--- config.mk ---
export PLATFORM = sky130hd
export DESIGN_NAME = bankers_safety_allocator_top
export DESIGN_NICKNAME = d
export VERILOG_FILES = /design/src/bsa_pkg.sv /design/src/bsa_ram.sv /design/src/bankers_safety_allocator_top.sv
export SDC_FILE = /design/constraint.sdc
export NUM_CORES = 1
export LEC_CHECK = 0
export BUFFER_PORTS_ARGS = -buffer_cell sky130_fd_sc_hd__buf_2
export CORE_ASPECT_RATIO = 1.25
export CORE_MARGIN = 8
export CORE_UTILIZATION = 45
export DETAILED_ROUTE_END_ITERATION = 8
export GPL_TIMING_DRIVEN = 0
export SLEW_MARGIN = 25
export SYNTH_ARGS = -nofsm -noshare
export SYNTH_HDL_FRONTEND = slang
export SYNTH_HIERARCHICAL = 1
export SYNTH_SLANG_ARGS = --single-unit
--- constraint.sdc ---
create_clock -name clk -period 8.5 [get_ports clk]
set_input_delay 0.85 -clock clk [delete_from_list [all_inputs] [get_ports clk]]
set_output_delay 0.85 -clock clk [all_outputs]
set_load 0.03 [all_outputs]
--- src/bsa_pkg.sv ---
// Shared types and codes for the banker's-algorithm admission block.
// No dependencies; imported by the top level of the block.
package bsa_pkg;

    // Stream and configuration field widths
    localparam int IN_TDATA_W  = 32;
    localparam int OUT_TDATA_W = 32;
    localparam int CFG_INDEX_W = 2;
    localparam int CFG_DATA_W  = 8;
    localparam int FIELD_W     = 8;
    localparam int FUNC_W      = 2;
    localparam int PROC_W      = 3;
    localparam int STATUS_W    = 3;
    localparam int NUM_FIELDS  = 3;

    // Request function codes
    typedef enum logic [FUNC_W-1:0] {
        FUNC_START   = 2'd0,
        FUNC_LOAD    = 2'd1,
        FUNC_REQUEST = 2'd2,
        FUNC_BAD     = 2'd3
    } func_t;

    // Result status codes
    localparam logic [STATUS_W-1:0] ST_GRANTED  = 3'd0;
    localparam logic [STATUS_W-1:0] ST_COMPLETE = 3'd1;
    localparam logic [STATUS_W-1:0] ST_UNSAFE   = 3'd2;
    localparam logic [STATUS_W-1:0] ST_SHORT    = 3'd3;
    localparam logic [STATUS_W-1:0] ST_INVALID  = 3'd4;
    localparam logic [STATUS_W-1:0] ST_SETUP    = 3'd5;

endpackage

--- src/bsa_ram.sv ---
// Simple dual-port RAM with registered read, one row per process.
// Depends on nothing; used by the top level for holdings and maximum rows.
module bsa_ram #(
    parameter int WIDTH = 24,
    parameter int DEPTH = 5,
    parameter int ADDR_BITS = 3
) (
    input  logic                 clk,
    input  logic                 we,
    input  logic [ADDR_BITS-1:0] waddr,
    input  logic [WIDTH-1:0]     wdata,
    input  logic [ADDR_BITS-1:0] raddr,
    output logic [WIDTH-1:0]     rdata
);
    logic [WIDTH-1:0] mem [DEPTH];

    // write port
    always_ff @(posedge clk)
    begin
        if (we)
        begin
            mem[waddr] <= wdata;
        end
    end

    // registered read port
    always_ff @(posedge clk)
    begin
        rdata <= mem[raddr];
    end
endmodule

--- src/bankers_safety_allocator_top.sv ---
// Banker's-algorithm admission block: start, load maximum row, request with safety walk.
// Start, load, bad-func and bad-process items go straight to the response state; requests
// rejected at the check respond from S_CHECK; an admitted request runs the safety walk,
// reading a row (S_WALK_RD) and testing it (S_WALK_CHK), restarting at row 0 whenever a
// row finishes. One request in flight: the next is accepted only back in S_IDLE.
// Reset (rst_n, async low) clears available, holdings valid flags, finished flags and totals.
module bankers_safety_allocator_top #(
    parameter int PROCS = 5,
    parameter int TYPES = 3,
    parameter int AMOUNT_BITS = 8
) (
    input  logic                            clk,
    input  logic                            rst_n,
    input  logic                            s_axis_tvalid,
    output logic                            s_axis_tready,
    // func[1:0], process[4:2], amount_0[12:5], amount_1[20:13], amount_2[28:21]
    input  logic [bsa_pkg::IN_TDATA_W-1:0]  s_axis_tdata,
    output logic                            m_axis_tvalid,
    input  logic                            m_axis_tready,
    // status[2:0], avail_0[10:3], avail_1[18:11], avail_2[26:19], all_finished[27]
    output logic [bsa_pkg::OUT_TDATA_W-1:0] m_axis_tdata,
    input  logic                            cfg_valid,
    output logic                            cfg_ready,
    input  logic [bsa_pkg::CFG_INDEX_W-1:0] cfg_index,
    input  logic [bsa_pkg::CFG_DATA_W-1:0]  cfg_data
);
    import bsa_pkg::*;

    localparam int AW = AMOUNT_BITS;
    localparam int WW = AMOUNT_BITS + 5;
    localparam int PW = (PROCS > 1) ? $clog2(PROCS) : 1;
    localparam int RW = TYPES * AMOUNT_BITS;
    localparam logic [PW-1:0] LAST_P = PW'(PROCS - 1);

    typedef logic [TYPES-1:0][AW-1:0] row_t;
    typedef logic [TYPES-1:0][WW-1:0] wrow_t;
    typedef enum logic [2:0] {
        S_IDLE, S_CHECK, S_WALK_RD, S_WALK_CHK, S_FINISH, S_RESP
    } state_t;

    state_t state_reg;
    logic [CFG_DATA_W-1:0] total_reg [NUM_FIELDS];
    row_t avail_reg, req_reg, held_old_reg, held_new_reg, max_row_reg;
    wrow_t work_reg;
    logic [PROCS-1:0] done_reg, held_vld_reg, fin_reg;
    logic rd_vld_reg;
    logic [PW-1:0] proc_reg, walk_p_reg;
    logic [STATUS_W-1:0] status_reg, out_status_reg;
    logic out_valid_reg, out_all_reg;
    logic [FIELD_W-1:0] out_avail_reg [NUM_FIELDS];

    // input decode
    logic accept;
    func_t in_func;
    logic [4:0] in_proc_ext;
    logic in_proc_ok;
    logic [PW-1:0] in_proc_idx;
    row_t in_req;

    assign s_axis_tready = (state_reg == S_IDLE);
    assign accept        = s_axis_tvalid && s_axis_tready;
    assign in_func       = func_t'(s_axis_tdata[1:0]);
    assign in_proc_ext   = {2'b00, s_axis_tdata[4:2]};
    assign in_proc_ok    = in_proc_ext < 5'(PROCS);
    assign in_proc_idx   = in_proc_ext[PW-1:0];

    always_comb
    begin
        logic [15:0] ext;
        for (int t = 0; t < TYPES; t++)
        begin
            ext = {8'b0, s_axis_tdata[5 + 8*t +: 8]};
            in_req[t] = ext[AW-1:0];
        end
    end

    // row RAMs
    logic held_we, max_we;
    logic [PW-1:0] rd_addr, max_waddr;
    row_t held_q, max_q, held_row, held_wdata;
    logic [RW-1:0] held_rdata, max_rdata;

    assign rd_addr = (state_reg == S_IDLE) ? in_proc_idx : walk_p_reg;

    bsa_ram #(.WIDTH(RW), .DEPTH(PROCS), .ADDR_BITS(PW)) u_held_ram (
        .clk   (clk),
        .we    (held_we),
        .waddr (proc_reg),
        .wdata (held_wdata),
        .raddr (rd_addr),
        .rdata (held_rdata)
    );

    assign max_we    = accept && (in_func == FUNC_LOAD) && in_proc_ok;
    assign max_waddr = in_proc_idx;

    bsa_ram #(.WIDTH(RW), .DEPTH(PROCS), .ADDR_BITS(PW)) u_max_ram (
        .clk   (clk),
        .we    (max_we),
        .waddr (max_waddr),
        .wdata (in_req),
        .raddr (rd_addr),
        .rdata (max_rdata)
    );

    assign held_q   = held_rdata;
    assign max_q    = max_rdata;
    assign held_row = rd_vld_reg ? held_q : '0;

    // request checks, tentative allocation, walk test
    logic over_need, over_avail, can_fin, safe, complete;
    row_t held_plus, avail_sub, avail_sat;
    always_comb
    begin
        logic [AW:0] s;
        over_need  = 1'b0;
        over_avail = 1'b0;
        can_fin    = 1'b1;
        complete   = 1'b1;
        for (int t = 0; t < TYPES; t++)
        begin
            if ((AW+1)'(req_reg[t]) + (AW+1)'(held_row[t]) > (AW+1)'(max_q[t]))
                over_need = 1'b1;
            if (req_reg[t] > avail_reg[t])
                over_avail = 1'b1;
            if ((WW+1)'(work_reg[t]) + (WW+1)'(held_row[t]) < (WW+1)'(max_q[t]))
                can_fin = 1'b0;
            if (held_new_reg[t] < max_row_reg[t])
                complete = 1'b0;
            held_plus[t] = held_row[t] + req_reg[t];
            avail_sub[t] = avail_reg[t] - req_reg[t];
            s = (AW+1)'(avail_reg[t]) + (AW+1)'(held_new_reg[t]);
            avail_sat[t] = s[AW] ? {AW{1'b1}} : s[AW-1:0];
        end
        safe = &fin_reg;
    end

    assign held_we = (state_reg == S_CHECK && !done_reg[proc_reg] && !over_need
                      && !over_avail)
                     || (state_reg == S_FINISH && !safe);
    assign held_wdata = (state_reg == S_CHECK) ? held_plus : held_old_reg;

    // configuration writes
    assign cfg_ready = 1'b1;
    always_ff @(posedge clk or negedge rst_n)
    begin
        if (!rst_n)
        begin
            for (int k = 0; k < NUM_FIELDS; k++)
                total_reg[k] <= '0;
        end
        else if (cfg_valid && cfg_ready && cfg_index < CFG_INDEX_W'(NUM_FIELDS))
        begin
            total_reg[cfg_index] <= cfg_data;
        end
    end

    // sequencer, state and result registers
    always_ff @(posedge clk or negedge rst_n)
    begin
        logic [15:0] text;
        if (!rst_n)
        begin
            state_reg     <= S_IDLE;
            avail_reg     <= '0;
            done_reg      <= '0;
            held_vld_reg  <= '0;
            rd_vld_reg    <= 1'b0;
            fin_reg       <= '0;
            walk_p_reg    <= '0;
            proc_reg      <= '0;
            status_reg    <= ST_SETUP;
            out_valid_reg <= 1'b0;
        end
        else
        begin
            rd_vld_reg <= held_vld_reg[rd_addr];
            if (held_we)
                held_vld_reg[proc_reg] <= 1'b1;

            // result valid: set when a result lands, cleared when taken
            if (state_reg == S_RESP && (!out_valid_reg || m_axis_tready))
                out_valid_reg <= 1'b1;
            else if (m_axis_tready)
                out_valid_reg <= 1'b0;

            unique case (state_reg)
                S_IDLE:
                begin
                    if (accept)
                    begin
                        req_reg  <= in_req;
                        proc_reg <= in_proc_idx;
                        state_reg <= S_RESP;
                        unique case (in_func)
                            FUNC_START:
                            begin
                                for (int t = 0; t < TYPES; t++)
                                begin
                                    text = {8'b0, total_reg[t]};
                                    avail_reg[t] <= text[AW-1:0];
                                end
                                done_reg     <= '0;
                                held_vld_reg <= '0;
                                status_reg   <= ST_SETUP;
                            end
                            FUNC_LOAD:
                                status_reg <= in_proc_ok ? ST_SETUP : ST_INVALID;
                            FUNC_REQUEST:
                            begin
                                status_reg <= ST_INVALID;
                                if (in_proc_ok)
                                    state_reg <= S_CHECK;
                            end
                            FUNC_BAD:
                                status_reg <= ST_INVALID;
                            default:
                                status_reg <= ST_INVALID;
                        endcase
                    end
                end
                S_CHECK:
                begin
                    held_old_reg <= held_row;
                    held_new_reg <= held_plus;
                    max_row_reg  <= max_q;
                    priority if (done_reg[proc_reg] || over_need)
                    begin
                        status_reg <= ST_INVALID;
                        state_reg  <= S_RESP;
                    end
                    else if (over_avail)
                    begin
                        status_reg <= ST_SHORT;
                        state_reg  <= S_RESP;
                    end
                    else
                    begin
                        avail_reg  <= avail_sub;
                        for (int t = 0; t < TYPES; t++)
                            work_reg[t] <= WW'(avail_sub[t]);
                        fin_reg    <= done_reg;
                        walk_p_reg <= '0;
                        state_reg  <= S_WALK_RD;
                    end
                end
                S_WALK_RD:
                    state_reg <= S_WALK_CHK;
                S_WALK_CHK:
                begin
                    priority if (!fin_reg[walk_p_reg] && can_fin)
                    begin
                        fin_reg[walk_p_reg] <= 1'b1;
                        for (int t = 0; t < TYPES; t++)
                            work_reg[t] <= work_reg[t] + WW'(held_row[t]);
                        walk_p_reg <= '0;
                        state_reg  <= S_WALK_RD;
                    end
                    else if (walk_p_reg == LAST_P)
                        state_reg <= S_FINISH;
                    else
                    begin
                        walk_p_reg <= walk_p_reg + 1'b1;
                        state_reg  <= S_WALK_RD;
                    end
                end
                S_FINISH:
                begin
                    state_reg <= S_RESP;
                    priority if (!safe)
                    begin
                        for (int t = 0; t < TYPES; t++)
                            avail_reg[t] <= avail_reg[t] + req_reg[t];
                        status_reg <= ST_UNSAFE;
                    end
                    else if (complete)
                    begin
                        avail_reg <= avail_sat;
                        held_vld_reg[proc_reg] <= 1'b0;
                        done_reg[proc_reg] <= 1'b1;
                        status_reg <= ST_COMPLETE;
                    end
                    else
                        status_reg <= ST_GRANTED;
                end
                S_RESP:
                begin
                    if (!out_valid_reg || m_axis_tready)
                        state_reg <= S_IDLE;
                end
                default:
                    state_reg <= S_IDLE;
            endcase
        end
    end

    // result payload capture
    always_ff @(posedge clk)
    begin
        logic [15:0] aext;
        if (state_reg == S_RESP && (!out_valid_reg || m_axis_tready))
        begin
            out_status_reg <= status_reg;
            out_all_reg    <= &done_reg;
            for (int k = 0; k < NUM_FIELDS; k++)
            begin
                aext = '0;
                if (k < TYPES)
                    aext = 16'(avail_reg[k % TYPES]);
                out_avail_reg[k] <= aext[7:0];
            end
        end
    end

    assign m_axis_tvalid = out_valid_reg;
    assign m_axis_tdata  = {4'b0, out_all_reg, out_avail_reg[2], out_avail_reg[1],
                            out_avail_reg[0], out_status_reg};

    // checks
    a_start_clears: assert property (@(posedge clk) disable iff (!rst_n)
        (accept && in_func == FUNC_START) |=> (done_reg == '0 && held_vld_reg == '0))
        else $error("start request did not clear flags");
    a_walk_range: assert property (@(posedge clk) disable iff (!rst_n)
        (state_reg == S_WALK_CHK) |-> (walk_p_reg <= LAST_P))
        else $error("walk pointer out of range");
    a_ram_write_state: assert property (@(posedge clk) disable iff (!rst_n)
        held_we |-> (state_reg == S_CHECK || state_reg == S_FINISH))
        else $error("holdings written outside check or finish");
    a_resp_lands: assert property (@(posedge clk) disable iff (!rst_n)
        (state_reg == S_RESP && (!out_valid_reg || m_axis_tready)) |=> out_valid_reg)
        else $error("result not presented");
endmodule
==> flow_summary.yaml, run 1 <==
die:
  die_height_um: 293.0
  core_area_um2: 60780
  io_pins: 82
  std_cell_rows: 101
  design.die.area_um2: 69630
  starting_density_of_the_core_pct: 45.45
  chipWidth_um: 237.6
critical_path:
  startpoint_types: "flip-flop"
  timing.critical_path.buf_inv: 9
  worst-setup-path-type: "reg -> reg"
  critical_path_required_ns: 8.81
  critical-path-top-cell-by-count: "sky130_fd_sc_hd__buf_2"
  worst_r2r_endpoint: "u_held_ram/mem[0][22]"
  timing.reg2reg.worst_path_depth: 25
  crit_family: "buffers and inverters"
  crit_fanout: 10
  worstPathArrival_ns: 7.84
  critical_path.reg2reg.startpoint: "rd_vld_reg"
  critical-path-slowest-cell: "sky130_fd_sc_hd__o21ai_1"
  reg2reg_slack_ns: 0.97
  crit_path_end_kind: "flip-flop"
  critical-path-max-stage-delay_ns: 0.71
power:
  power_leakage_nw: 12.28
  cellPowerDensity_nw_per_um2: 393.4
  power_mw: 12.29
  vdd_ir_drop_max_mv: 0.2187
timing:
  clock-skew-final_ns: 0.03027
  fin_crit_ns: 7.532
  slew_viol_final: 0
  setup-violations-final: 0
  finalHoldViolations: 0
  maxClockFrequency_mhz: 132.8
  min_period_over_period_pct: 88.61
  setup_tns_ns: 0
  timing.max_slew.rel_slack_pct: 29.21
  grt_setup_unrepaired: "false"
  tightestPinTransition_ns: 1.059
clock_network:
  insertion_delay_ns: 0.61
  clock-root-buffer: "sky130_fd_sc_hd__clkbuf_16"
  h-tree-depth: 2
  post_cts_hold_buffer_count: 0
  cts.sink_count: 528
  ctsLongestPathBuffers: 3
  post_cts_buffers: 0
  cts_repair_resize_count: 0
  cts_made_buffers: 52
  cts_tree: "yes"
  clkSlewWorstSetupHoldPaths_ns: 0.06
logic_synthesis:
  synth-async-reset-ratio_pct: 14.58
  synth.avg_cell_area_um2: 12.31
  fraction_of_the_yosys_area_taken_by_sequential_cells_pct: 54.26
  syn-instance-count: 2244
  synth_enable_flop_cells: 403
  synthAdderAreaFrac_pct: 9.012
  syn-cell-area_um2: 27630
  yosys.area_share.simple_pct: 8.953
  synth_largest_type_area_fraction_pct: 43.80
  synth_compound_gate_area_share_pct: 14.94
  synth_largest_area_cell: "sky130_fd_sc_hd__edfxtp_1"
  synth_area_leaders: "sky130_fd_sc_hd__edfxtp_1 44%, sky130_fd_sc_hd__ha_1 7.7%, sky130_fd_sc_hd__dfrtp_1 6.8%"
  synth_top_family_by_area: "compound AO/OA/AOI/OAI gates"
  synth.lib_cells_used.distinct: 105
  number_of_warning_messages_in_the_yosys_log: 6
  ys_dominant_reg_cell: "sky130_fd_sc_hd__edfxtp_1"
  yosys.area_share.xor_xnor_pct: 3.519
  ys_ff_latch: 528
  portion_of_netlist_area_occupied_by_mux_cells_pct: 4.574
routing:
  drcViolationCount: 0
  drtPass1Iterations: 5
  detailedRoute.firstIterationViolations: 1116
  vias: 18100
  viasPerCell: 5.528
  route.final.wire_length_um: 73930
  ant_nets: 0
  detail_route.wl_per_cell_um: 22.58
final_layout:
  final_nets: 2635
  fillerInstances: 5266
  area_growth_pct: 13.06
  post_route_cells_drive_above_1_share_pct: 17.63
  antenna_cells_inserted: 0
  layout.area.seq_um2: 14990
  multi_input_area_um2: 11480
outcome:
  status: "finished clean"
placement:
  routabilityCongestion: 0.9107
  numPortBuffers: 73
  final_hpwl_from_detailed_placement_um: 57040
grt:
  global_route_usage_over_all_layers_pct: 20.96
  antenna_found_initial: 0
  pin_count_of_the_biggest_net_entering_global_routing: 61
  first_global_vias: 18530
  grt_first_pass_wirelength_um: 111600
  grt-ovfl-total: 0
worst_hold_path:
  hold_path_class: "in -> async"
job:
  drv.max_cap_violation_count: 0
## layer usage
| metal | part of all wire, % | global-route usage (%) | wire length (um) | up-vias |
|---|---|---|---|---|
| met5 | 0 | 0 | 0 | - |
| met4 | 4.5 | 9.021 | 3300 | 0 |
| met3 | 4.1 | 2.362 | 3065 | 136 |
| met2 | 50 | 36.80 | 36750 | 457 |
| met1 | 42 | 25.94 | 30810 | 8892 |
| li1 | - | - | - | 8615 |
## logic make-up after synthesis
group	after synthesis
DFF	528
AOI/OAI and AO/OA	510
and+or+nand+nor	489
buffers and inverters	296
adders and majority gates	194
muxes	114
xor gates and xnor gates	111
other	2
## layout by cell type, fill, tap and decap left out, types with 15 or more instances in the layout
master / instances
sky130_fd_sc_hd__edfxtp_1: 403
sky130_fd_sc_hd__inv_1: 190
sky130_fd_sc_hd__ha_1: 171
sky130_fd_sc_hd__nand2_1: 167
sky130_fd_sc_hd__a21oi_1: 108
sky130_fd_sc_hd__buf_2: 97
sky130_fd_sc_hd__nor2_1: 91
sky130_fd_sc_hd__dfrtp_1: 75
sky130_fd_sc_hd__xnor2_1: 73
sky130_fd_sc_hd__clkbuf_1: 69
sky130_fd_sc_hd__mux2i_1: 61
sky130_fd_sc_hd__o21ai_0: 56
sky130_fd_sc_hd__clkbuf_16: 55
sky130_fd_sc_hd__dfxtp_1: 48
sky130_fd_sc_hd__nor2b_1: 46
sky130_fd_sc_hd__a211oi_2: 41
sky130_fd_sc_hd__a221oi_2: 40
sky130_fd_sc_hd__xor2_1: 38
sky130_fd_sc_hd__mux2_2: 37
sky130_fd_sc_hd__buf_4: 35
sky130_fd_sc_hd__a21o_1: 34
sky130_fd_sc_hd__nand3_1: 31
sky130_fd_sc_hd__a221oi_1: 26
sky130_fd_sc_hd__and2_1: 23
sky130_fd_sc_hd__and2b_1: 20
sky130_fd_sc_hd__a31oi_1: 19
sky130_fd_sc_hd__buf_6: 18
sky130_fd_sc_hd__a211oi_1: 18
sky130_fd_sc_hd__nand2b_1: 18
sky130_fd_sc_hd__o21bai_1: 17
sky130_fd_sc_hd__o21a_1: 17
sky130_fd_sc_hd__a221o_1: 17
sky130_fd_sc_hd__nor3_1: 15
sky130_fd_sc_hd__mux2_4: 15
## worst max path at each step
stage / from / to / slack, ns / depth (start not counted)
global route: rd_vld_reg / u_held_ram/mem[0][20] / 0.55 / 25
finish: rd_vld_reg / u_held_ram/mem[0][22] / 0.97 / 25
floorplan: rd_vld_reg / u_held_ram/mem[0][0] / 1.35 / 20
global placement: rd_vld_reg / u_held_ram/mem[0][20] / -3.11 / 21
CTS: rd_vld_reg / u_held_ram/mem[0][22] / 0.82 / 25
detailed placement: rd_vld_reg / u_held_ram/mem[0][20] / 0.84 / 25
## worst reg2reg max path: stages (launching register included)
cell and delay, ns:
sky130_fd_sc_hd__dfrtp_1 0.62, sky130_fd_sc_hd__buf_4 0.31, sky130_fd_sc_hd__buf_2 0.31, sky130_fd_sc_hd__clkbuf_1 0.40, sky130_fd_sc_hd__and2_1 0.32, sky130_fd_sc_hd__ha_1 0.22
sky130_fd_sc_hd__inv_1 0.06, sky130_fd_sc_hd__fa_1 0.40, sky130_fd_sc_hd__inv_1 0.07, sky130_fd_sc_hd__maj3_1 0.17, sky130_fd_sc_hd__a21oi_2 0.10, sky130_fd_sc_hd__o21bai_1 0.14
sky130_fd_sc_hd__a21oi_1 0.09, sky130_fd_sc_hd__xnor2_1 0.35, sky130_fd_sc_hd__ha_1 0.34, sky130_fd_sc_hd__a211o_1 0.29, sky130_fd_sc_hd__o221ai_1 0.18, sky130_fd_sc_hd__a21oi_1 0.06
sky130_fd_sc_hd__o22ai_1 0.45, sky130_fd_sc_hd__nand4_2 0.29, sky130_fd_sc_hd__o21ai_1 0.71, sky130_fd_sc_hd__nor4b_2 0.49, sky130_fd_sc_hd__buf_2 0.28, sky130_fd_sc_hd__buf_2 0.19
sky130_fd_sc_hd__buf_2 0.20, sky130_fd_sc_hd__buf_2 0.22
## cells in the mapped netlist (6+ instances only)
cell type                  count
sky130_fd_sc_hd__a211o_1      10
sky130_fd_sc_hd__a211oi_1     18
sky130_fd_sc_hd__a211oi_2     41
sky130_fd_sc_hd__a21o_1       34
sky130_fd_sc_hd__a21oi_1     108
sky130_fd_sc_hd__a221o_1      17
sky130_fd_sc_hd__a221oi_1     26
sky130_fd_sc_hd__a221oi_2     40
sky130_fd_sc_hd__a31oi_1      19
sky130_fd_sc_hd__and2_1       24
sky130_fd_sc_hd__and2b_1      20
sky130_fd_sc_hd__and3_1       11
sky130_fd_sc_hd__buf_2        15
sky130_fd_sc_hd__buf_4        18
sky130_fd_sc_hd__buf_6        14
sky130_fd_sc_hd__clkbuf_1     54
sky130_fd_sc_hd__dfrtp_1      75
sky130_fd_sc_hd__dfxtp_1      48
sky130_fd_sc_hd__edfxtp_1    403
sky130_fd_sc_hd__fa_1         11
sky130_fd_sc_hd__ha_1        171
sky130_fd_sc_hd__inv_1       190
sky130_fd_sc_hd__maj3_2        8
sky130_fd_sc_hd__mux2_2       37
sky130_fd_sc_hd__mux2_4       15
sky130_fd_sc_hd__mux2i_1      61
sky130_fd_sc_hd__nand2_1     167
sky130_fd_sc_hd__nand2b_1     18
sky130_fd_sc_hd__nand3_1      31
sky130_fd_sc_hd__nand4_1       8
sky130_fd_sc_hd__nor2_1       91
sky130_fd_sc_hd__nor2b_1      46
sky130_fd_sc_hd__nor3_1       19
sky130_fd_sc_hd__nor3b_1       8
sky130_fd_sc_hd__nor4_1        6
sky130_fd_sc_hd__o21a_1       17
sky130_fd_sc_hd__o21ai_0      58
sky130_fd_sc_hd__o21bai_1     17
sky130_fd_sc_hd__o221ai_1     10
sky130_fd_sc_hd__o22ai_1      10
sky130_fd_sc_hd__o31ai_1      11
sky130_fd_sc_hd__xnor2_1      73
sky130_fd_sc_hd__xor2_1       38
## through the flow
step | instance area, um^2 | cells | hold slack (ns) | setup slack (ns) | utilization, %
global route | 31240 | 3274 | 0.08673 | 0.5468 | 51.39
detailed placement | 29420 | 3176 | 0.4315 | 0.8391 | 48.40
floorplan | 27640 | 2247 | 0.4082 | 1.354 | -
CTS | 31210 | 3274 | 0.06373 | 0.8247 | 51.35
finish | 31240 | 3274 | 0.09468 | 0.9683 | 51.39
global placement | 29040 | 3144 | 0.4367 | -3.106 | 47.77
## power breakdown
part | total [mW] | switching, mW | internal [mW]
logic | 5.85 | 3.55 | 2.30
registers | 4.01 | 0.426 | 3.58
clock network | 2.43 | 1.02 | 1.41
total | 12.3 | 5.00 | 7.29
## final cells by class
| type | instances | share of cell area [%] |
|---|---|---|
| clock buffer | 74 | 4.763 |
| inverter | 192 | 2.307 |
| timing repair buffer | 105 | 2.019 |
| tap | 824 | 3.301 |
| buffer | 104 | 1.867 |
| clock inverter | 24 | 0.9814 |
| sequential | 528 | 48.00 |
| multi-input combinational | 1423 | 36.77 |
No activity file was read; power rests on OpenSTA's default activity.
==> inputs of run 2 (changes only) <==
--- a/config.mk
+++ b/config.mk
@@ -5,6 +5,7 @@
 export SDC_FILE = /design/constraint.sdc
 export NUM_CORES = 1
 export LEC_CHECK = 0
+export ABC_AREA = 1
 export BUFFER_PORTS_ARGS = -buffer_cell sky130_fd_sc_hd__buf_2
 export CORE_ASPECT_RATIO = 1.25
 export CORE_MARGIN = 8
==> flow_summary.yaml, run 2 <==
critical_path:
  crit_family: "simple AND/OR/NAND/NOR gates"
  critical-path-slowest-cell: "sky130_fd_sc_hd__nor3_2"
  worst_r2r_endpoint: "u_held_ram/mem[4][7]"
  startpoint_types: "flip-flop"
  critical-path-max-stage-delay_ns: 0.54
  worstPathArrival_ns: 6.73
  crit_fanout: 10
  critical_path_required_ns: 8.80
  reg2reg_slack_ns: 2.06
  critical-path-top-cell-by-count: "sky130_fd_sc_hd__nand2_1"
  timing.critical_path.buf_inv: 9
  timing.reg2reg.worst_path_depth: 30
  worst-setup-path-type: "reg -> reg"
  critical_path.reg2reg.startpoint: "rd_vld_reg"
  crit_path_end_kind: "flip-flop"
final_layout:
  fillerInstances: 5816
  mostFrequentLayoutCells: "855 x sky130_fd_sc_hd__nand2_1, 520 x sky130_fd_sc_hd__inv_1, 403 x sky130_fd_sc_hd__edfxtp_1"
  design_area_um2: 32000
  mostFrequentLayoutCell: "sky130_fd_sc_hd__nand2_1"
  final_nets: 3517
  multi_input_area_um2: 11060
  post_route_cells_drive_above_1_share_pct: 10.00
  antenna_cells_inserted: 0
  layout.area.seq_um2: 14990
  area_growth_pct: 12.56
timing:
  finalHoldViolations: 0
  grt_setup_unrepaired: "false"
  timing.max_slew.rel_slack_pct: 35.66
  clock-skew-final_ns: 0.02452
  slew_viol_final: 0
  setup_tns_ns: 0
  setup-violations-final: 0
  fin_crit_ns: 6.438
  min_period_over_period_pct: 75.75
  maxClockFrequency_mhz: 155.3
  tightestPinTransition_ns: 0.9624
logic_synthesis:
  synth.lib_cells_used.distinct: 57
  synth_area_leaders: "sky130_fd_sc_hd__edfxtp_1 43%, sky130_fd_sc_hd__nand2_1 11%, sky130_fd_sc_hd__ha_1 7.5%"
  syn-instance-count: 3131
  yosys.cell_count.top_type: "sky130_fd_sc_hd__nand2_1"
  ys_dominant_reg_cell: "sky130_fd_sc_hd__edfxtp_1"
  synth_largest_area_cell: "sky130_fd_sc_hd__edfxtp_1"
  synth.avg_cell_area_um2: 9.080
  synth_enable_flop_cells: 403
  syn-cell-area_um2: 28430
  fraction_of_the_yosys_area_taken_by_sequential_cells_pct: 52.74
  synth_largest_type_area_fraction_pct: 42.57
  number_of_warning_messages_in_the_yosys_log: 6
  ys_ff_latch: 528
  synth-async-reset-ratio_pct: 14.58
  leading_post_synthesis_cells_by_instance_count: "855 x sky130_fd_sc_hd__nand2_1, 520 x sky130_fd_sc_hd__inv_1, 403 x sky130_fd_sc_hd__edfxtp_1"
routing:
  viasPerCell: 5.125
  vias: 21370
  detail_route.wirelength.met1_um: 32930
  route.final.wire_length_um: 79540
  drcViolationCount: 0
  detail_route.wl_per_cell_um: 19.07
  routed-wl-met3_um: 3409
  topRoutingLayerUsed: "met4"
  ant_nets: 0
  routed-wl-met2_um: 39890
  drtPass1Iterations: 5
  detailedRoute.firstIterationViolations: 1383
clock_network:
  cts.sink_count: 528
  insertion_delay_ns: 0.61
  post_cts_hold_buffer_count: 0
  post_cts_buffers: 0
  cts_repair_resize_count: 0
  clkSlewWorstSetupHoldPaths_ns: 0.07
  clock-root-buffer: "sky130_fd_sc_hd__clkbuf_16"
  ctsLongestPathBuffers: 3
  cts_tree: "yes"
  cts_made_buffers: 52
  h-tree-depth: 2
outcome:
  status: "finished clean"
job:
  drv.max_cap_violation_count: 0
die:
  starting_density_of_the_core_pct: 45.20
  io_pins: 82
  design.die.area_um2: 71520
  die_height_um: 297.0
  chipWidth_um: 240.8
  std_cell_rows: 103
  core_area_um2: 62890
placement:
  numPortBuffers: 73
  placedInstanceArea_um2: 30320
  final_hpwl_from_detailed_placement_um: 62470
  routabilityCongestion: 0.9614
power:
  vdd_ir_drop_max_mv: 0.2121
  cellPowerDensity_nw_per_um2: 334.0
  p_int_mw: 6.211
  p_sw_share_pct: 41.87
  seq_power_share_pct: 35.6
  power_leakage_nw: 14.86
  share_clk_of_total_power_pct: 21.7
  switchingPower_mw: 4.475
  power.combinational.fraction_pct: 42.7
  power_mw: 10.69
grt:
  first_global_vias: 21300
  pin_count_of_the_biggest_net_entering_global_routing: 51
  grt_first_pass_wirelength_um: 122200
  global_route_usage_over_all_layers_pct: 22.12
  grt-ovfl-total: 0
  antenna_found_initial: 0
worst_hold_path:
  hold_path_class: "in -> async"
[run 2: through the flow]
step	utilization [%]	hold slack [ns]	setup slack (ns)	cells
3_3_place_gp	47.47	0.4239	-0.1802	4047
2_1_floorplan	-	0.4082	2.839	3134
5_1_grt	50.88	0.1988	1.640	4170
4_1_cts	50.88	0.1662	1.985	4170
3_5_place_dp	48.22	0.4289	2.097	4074
6_report	50.88	0.1891	2.062	4170
[run 2: per-layer routing]
layer  global-route usage (%)  vias to the layer above
li1                         -                    10530
met1                    27.32                    10110
met5                        0                        -
met3                    2.687                      161
met4                    8.566                        0
met2                    38.93                      562
[run 2: cells by family after synthesis]
logic type | synth area share [%]
AND/OR/NAND/NOR | 20.19
buffers and inverters | 8.692
flip-flops | 52.74
AO/OA/AOI/OAI | 7.773
adder cells (fa/ha/maj) | 8.301
XOR/XNOR | 2.280
other | 0.02642
[run 2: worst max path at each step]
stage               start              endpoint  slack (ns)  cells past startpoint
2_1_floorplan  rd_vld_reg  u_held_ram/mem[4][0]        2.84                     26
3_3_place_gp   rd_vld_reg  u_held_ram/mem[3][6]       -0.18                     26
3_5_place_dp   rd_vld_reg  u_held_ram/mem[4][4]        2.10                     28
4_1_cts        rd_vld_reg  u_held_ram/mem[4][3]        1.99                     28
5_1_grt        rd_vld_reg  u_held_ram/mem[4][3]        1.64                     28
6_report       rd_vld_reg  u_held_ram/mem[4][7]        2.06                     30
[run 2: layout make-up]
type / instances / share of cell area, %
Buffer: 83 / 1.455
Clock buffer: 73 / 4.473
Clock inverter: 23 / 0.7586
Inverter: 534 / 6.268
Multi-Input combinational cell: 1989 / 34.58
Sequential cell: 528 / 46.85
Tap cell: 840 / 3.285
Timing Repair Buffer: 100 / 2.330
[run 2: power groups by stage]
stage | clock [mW] | combinational (mW) | sequential (mW)
after floorplan | 0 | 3.03 | 3.76
after global placement | 0 | 4.38 | 3.87
after detailed placement | 0 | 4.53 | 3.85
after CTS | 2.37 | 4.57 | 3.80
after global routing | 2.45 | 5.09 | 3.84
final | 2.32 | 4.56 | 3.81
